<file path="src/design/kflh_pkg.sv">
// ----------------------------------------------------------------------------
// kflh_pkg
// Shared types, constants and lookup functions for the keyed four-lane hash.
// ----------------------------------------------------------------------------
package kflh_pkg;

    localparam int LANE_COUNT = 4;
    localparam int WORD_W     = 64;
    localparam int HALF_W     = 32;
    localparam int BLOCK_BYTES = 32;
    localparam int CNT_W      = 6;
    localparam int CFG_IDX_W  = 3;
    localparam int ROUND_W    = 4;

    typedef logic [LANE_COUNT-1:0][WORD_W-1:0] lane_vec_t;

    localparam logic [CFG_IDX_W-1:0] CFG_DIGEST_SIZE = 3'd4;

    localparam logic [1:0] SIZE_64  = 2'd0;
    localparam logic [1:0] SIZE_128 = 2'd1;

    localparam lane_vec_t KEY_RESET = {
        64'h1F1E1D1C1B1A1918, 64'h1716151413121110,
        64'h0F0E0D0C0B0A0908, 64'h0706050403020100
    };

    typedef enum logic [2:0] {
        ST_IDLE,
        ST_ABS_A,
        ST_ABS_B,
        ST_FIN_A,
        ST_FIN_B,
        ST_SUM,
        ST_EMIT
    } state_t;

    typedef struct packed {
        logic load;
        logic step_a;
        logic step_b;
        logic fin;
        logic sum;
    } lane_ctrl_t;

    function automatic logic [WORD_W-1:0] init_a(input logic [1:0] idx);
        logic [WORD_W-1:0] r;
        unique case (idx)
            2'd0: r = 64'hdbe6d5d5fe4cce2f;
            2'd1: r = 64'ha4093822299f31d0;
            2'd2: r = 64'h13198a2e03707344;
            default: r = 64'h243f6a8885a308d3;
        endcase
        return r;
    endfunction

    function automatic logic [WORD_W-1:0] init_b(input logic [1:0] idx);
        logic [WORD_W-1:0] r;
        unique case (idx)
            2'd0: r = 64'h3bd39e10cb0ef593;
            2'd1: r = 64'hc0acf169b5f18a8c;
            2'd2: r = 64'hbe5466cf34e90c6c;
            default: r = 64'h452821e638d01377;
        endcase
        return r;
    endfunction

    function automatic logic [ROUND_W-1:0] rounds_for(input logic [1:0] size);
        logic [ROUND_W-1:0] r;
        unique case (size)
            SIZE_64:  r = 4'd4;
            SIZE_128: r = 4'd6;
            default:  r = 4'd10;
        endcase
        return r;
    endfunction

    function automatic logic [1:0] last_word_for(input logic [1:0] size);
        logic [1:0] r;
        unique case (size)
            SIZE_64:  r = 2'd0;
            SIZE_128: r = 2'd1;
            default:  r = 2'd3;
        endcase
        return r;
    endfunction

endpackage

</file>
<file path="src/design/kflh_merge.sv">
// ----------------------------------------------------------------------------
// kflh_merge
// Pairwise-sum merge: rebuilds v0 from v1 pairs, then v1 from the new v0.
// ----------------------------------------------------------------------------
module kflh_merge
    import kflh_pkg::*;
(
    input  lane_vec_t v1,
    output lane_vec_t v0_merged,
    output lane_vec_t v1_merged
);

    logic [WORD_W-1:0] s0, s1;
    logic [HALF_W:0]   t0, t1;

    assign s0 = v1[0] + v1[1];
    assign s1 = v1[2] + v1[3];
    assign t0 = {1'b0, s0[HALF_W-1:0]} + {1'b0, s0[WORD_W-1:HALF_W]};
    assign t1 = {1'b0, s1[HALF_W-1:0]} + {1'b0, s1[WORD_W-1:HALF_W]};

    assign v0_merged[0] = {{HALF_W{1'b0}}, s0[HALF_W-1:0]};
    assign v0_merged[1] = {{HALF_W{1'b0}}, s0[WORD_W-1:HALF_W]};
    assign v0_merged[2] = {{HALF_W{1'b0}}, s1[HALF_W-1:0]};
    assign v0_merged[3] = {{HALF_W{1'b0}}, s1[WORD_W-1:HALF_W]};

    assign v1_merged[0] = {{HALF_W{1'b0}}, t0[HALF_W-1:0]};
    assign v1_merged[1] = {{(WORD_W-1){1'b0}}, t0[HALF_W]};
    assign v1_merged[2] = {{HALF_W{1'b0}}, t1[HALF_W-1:0]};
    assign v1_merged[3] = {{(WORD_W-1){1'b0}}, t1[HALF_W]};

endmodule

</file>
<file path="config.mk">
export PLATFORM = sky130hd
export DESIGN_NAME = kflh_merge
export DESIGN_NICKNAME = d
export VERILOG_FILES = /design/src/design/kflh_pkg.sv /design/src/design/kflh_merge.sv
export SDC_FILE = /design/constraint.sdc
export NUM_CORES = 1
export LEC_CHECK = 0
export BUFFER_PORTS_ARGS = -buffer_cell sky130_fd_sc_hd__buf_4
export CAP_MARGIN = 10
export CORE_AREA = 2 2 297 299
export DETAILED_ROUTE_END_ITERATION = 8
export DIE_AREA = 0 0 299 301
export GPL_ROUTABILITY_DRIVEN = 0
export PLACE_DENSITY = 0.42
export SLEW_MARGIN = 20
export SYNTH_ARGS = -nofsm -noshare
export SYNTH_HDL_FRONTEND = slang
export SYNTH_SLANG_ARGS = --single-unit
</file>
<file path="constraint.sdc">
create_clock -name vclk -period 6.4
set_clock_uncertainty 0.05 [all_clocks]
set_input_delay 0.96 -clock vclk [all_inputs]
set_output_delay 0.96 -clock vclk [all_outputs]
set_load 0.05 [all_outputs]
</file>
==> results.tsv <==
stage	metric	value	unit
run_status	outcome	complete, but fails checks	
run_status	violations	negative setup slack	
power_and_ir_drop	p_total	8759	µW
layout	area_growth	83.27	%
drt	highest_layer	met5	
floorplan	rows	108	
layout	seq_cells	0	
drt	drc	0	
global_routing	antenna_found_initial	1	
layout	drive_gt1_share	47.87	%
timing	rsz0062_at_grt	true	
clock_network	holdBufCountCts	0	
synth	synth_top_area_share	18.04	%
placement	dp_hpwl	68760	µm
synth	synth_adder_area_share	18.57	%
synth	synthXorXnorAreaFrac	11.18	%
synth	syn_avg_cell_area	6.967	µm²
layout	seqCellArea	0	µm²
placement	dpl_cell_area	22360	µm²
layout	nNetsFinal	3385	
layout	multi_input_area	14110	µm²
job	maxCapViolCount	0	
timing	tightest_slew	707.5	ps
drt	wl_met3	4002	µm
synth	syn_inst	1900	
floorplan	start_util	15.31	%
worst_hold_path	hp-class	in2out	
synth	synth.top_cells.by_area	buf_4, ha_1, a21oi_1	
timing	period_minus_slack	6669	ps
drt	wl_met2	38370	µm
layout	clockBufferCount	0	
drt	wire_per_inst	18.38	µm
drt	via_per_inst	4.084	
timing	worst_slack	-269.5	ps
timing	post-route-period-util	104.2	%
timing	maxSlewViolCount	0	
layout	finalInstanceArea	24260	µm²
placement	dp.cells	4037	
power_and_ir_drop	p_leak	0.01194	µW
global_routing	grt_pass1_vias	16422	
synth	yosys.area_share.simple	17.08	%
drt	dr.pass1.iters	5	
setup_path	critPathMaxFanout	4	
power_and_ir_drop	p_per_area	361.1	nW/µm²
synth	synth_largest_area_cell	buf_4	
setup_path	crit_path_end_kind	output pin	
drt	antenna_left	0	
global_routing	grt_pass1_wl	106200	µm
setup_path	crit_chain	buf_4, ha_1, a21oi_1, o21ai_0, or3_1, a21oi_4, nor4_4, o21bai_2, nand2b_1, a21oi_4, xnor2_4, ha_4, inv_2, fa_2, nor2b_2, o21ai_2, a21boi_2, o21ai_4, o31a_1, o21a_4, a311oi_4, buf_4, xor2_4, buf_6	
placement	io_buffers	450	
drt	wl	75140	µm
synth	muxShareOfSynthArea	0.1607	%
setup_path	worstSetupPathType	in2out	
floorplan	io_pins	768	
synth	synth_most_common_cell	buf_4	
drt	vias	16700	
synth	synth-compound-area-share	31.49	%
timing	report.final.hold_viol_count	0	
setup_path	cp.arrival	5660	ps
floorplan	core	86480	µm²
global_routing	grt_max_degree	13	
drt	drt_iter0_drc	791	
setup_path	critPathRequiredTime	5390	ps
floorplan	chipHeight	301	µm
timing	setup_viol	16	
timing	max_clock_freq	149.9	MHz
synth	yosys_warnings	0	
timing	slew_headroom	52.33	%
synth	synth_top_family_by_area	compound AO/OA/AOI/OAI gates	
setup_path	crit_slowest_cell	o31a_1	
synth	synth.top_cells.by_count	buf_4, a21oi_1, ha_1, nand2_1, nor2_1	
global_routing	overflow	0	
drt	wl_met1	32030	µm
floorplan	die_x	299	µm
setup_path	max_stage_delay	390	ps
global_routing	track_usage	15.52	%
layout	fillers	9533	
layout	post_layout_nonfiller_instances	4089	
synth	synth_cell_types	85	
power_and_ir_drop	ir_drop	0.3157	mV
synth	syn_area	13240	µm²
setup_path	startpoint_type	input pin	
floorplan	dieArea	90000	µm²
synth	yosysSeqAreaShare	0	%
[logic make-up (layout without fill, tap and decap cells)]
kind of cell,count (synthesis),in the layout
xor gates and xnor gates,169,169
muxes,2,2
adders and majority gates,194,194
AOI/OAI and AO/OA,630,630
other,1,319
buffers and inverters,435,1151
and+or+nand+nor,469,469
[routing by layer]
layer | vias to the layer above | global-route usage (%)
met5 | - | 0
met4 | 2 | 1.310
met3 | 28 | 1.638
met2 | 578 | 29.01
met1 | 7794 | 19.73
li1 | 8298 | -
[critical path: cells and delay by family]
family / cells / cell delay [ps]
xor gates and xnor gates: 2 / 290
and+or+nand+nor: 4 / 710
buffers and inverters: 4 / 520
adders and majority gates: 3 / 870
AOI/OAI and AO/OA: 11 / 2310
[layout make-up]
cell class / instances / area share [%]
diodes: 1 / 0.01032
inverters: 56 / 0.8665
multi-input cells: 1782 / 58.18
well taps: 1155 / 5.957
repair buffers: 1095 / 34.99
[path summary, 6_finish.rpt]
check | end | slack, ps | start | cells after the start
setup / recovery | v1_merged[26] | -270 | v1[9] | 24
hold / removal | v0_merged[128] | 2270 | v1[192] | 3
[layout by cell type (no fill, tap or decap), drive strengths merged, types with 6 or more instances in the layout]
master and n:
xor2 66, and2 6, o211ai 8, o21bai 41, inv 56, o31ai 12
a31oi 19, o21ai 110, xnor2 103, a21oi 211, nor2 122, buf 1095
a211oi 28, nor4 9, a21boi 10, nand4 47, a21o 108, ha 190
nand3 35, and4 8, conb 318, nor2b 16, nor3 25, or3 7
nand2b 11, and3 15, nand2 147, o41ai 6, o21a 22
[report_power, final]
part / switching, µW / total (µW) / internal (µW) / leakage, µW
Combinational: 5340 / 8760 / 3420 / 0.0119
Clock: 0 / 0.0000214 / 0.0000214 / 0.00000000634
Sequential: 0 / 0 / 0 / 0
[metrics by stage]
step / TNS, ps / util (%) / hold WS, ps / worst slack [ps]
after floorplan: -2030 / - / 2071 / -355.7
after global placement: -17200 / 25.85 / 2274 / -814.5
after detailed placement: -17540 / 25.85 / 2276 / -868.0
after CTS: -4489 / 27.35 / 2278 / -401.5
after global routing: -7403 / 28.05 / 2282 / -466.2
final: -2608 / 28.05 / 2274 / -269.5
[what timing repair did]
action / 4_1_cts / 5_1_grt
buffers inserted: 34 / 27
endpoints found under the setup margin: 43 / 39
pin swaps: 114 / 92
gates resized for setup: 211 / 98
Note: power is estimated with default switching activity, not from simulation.
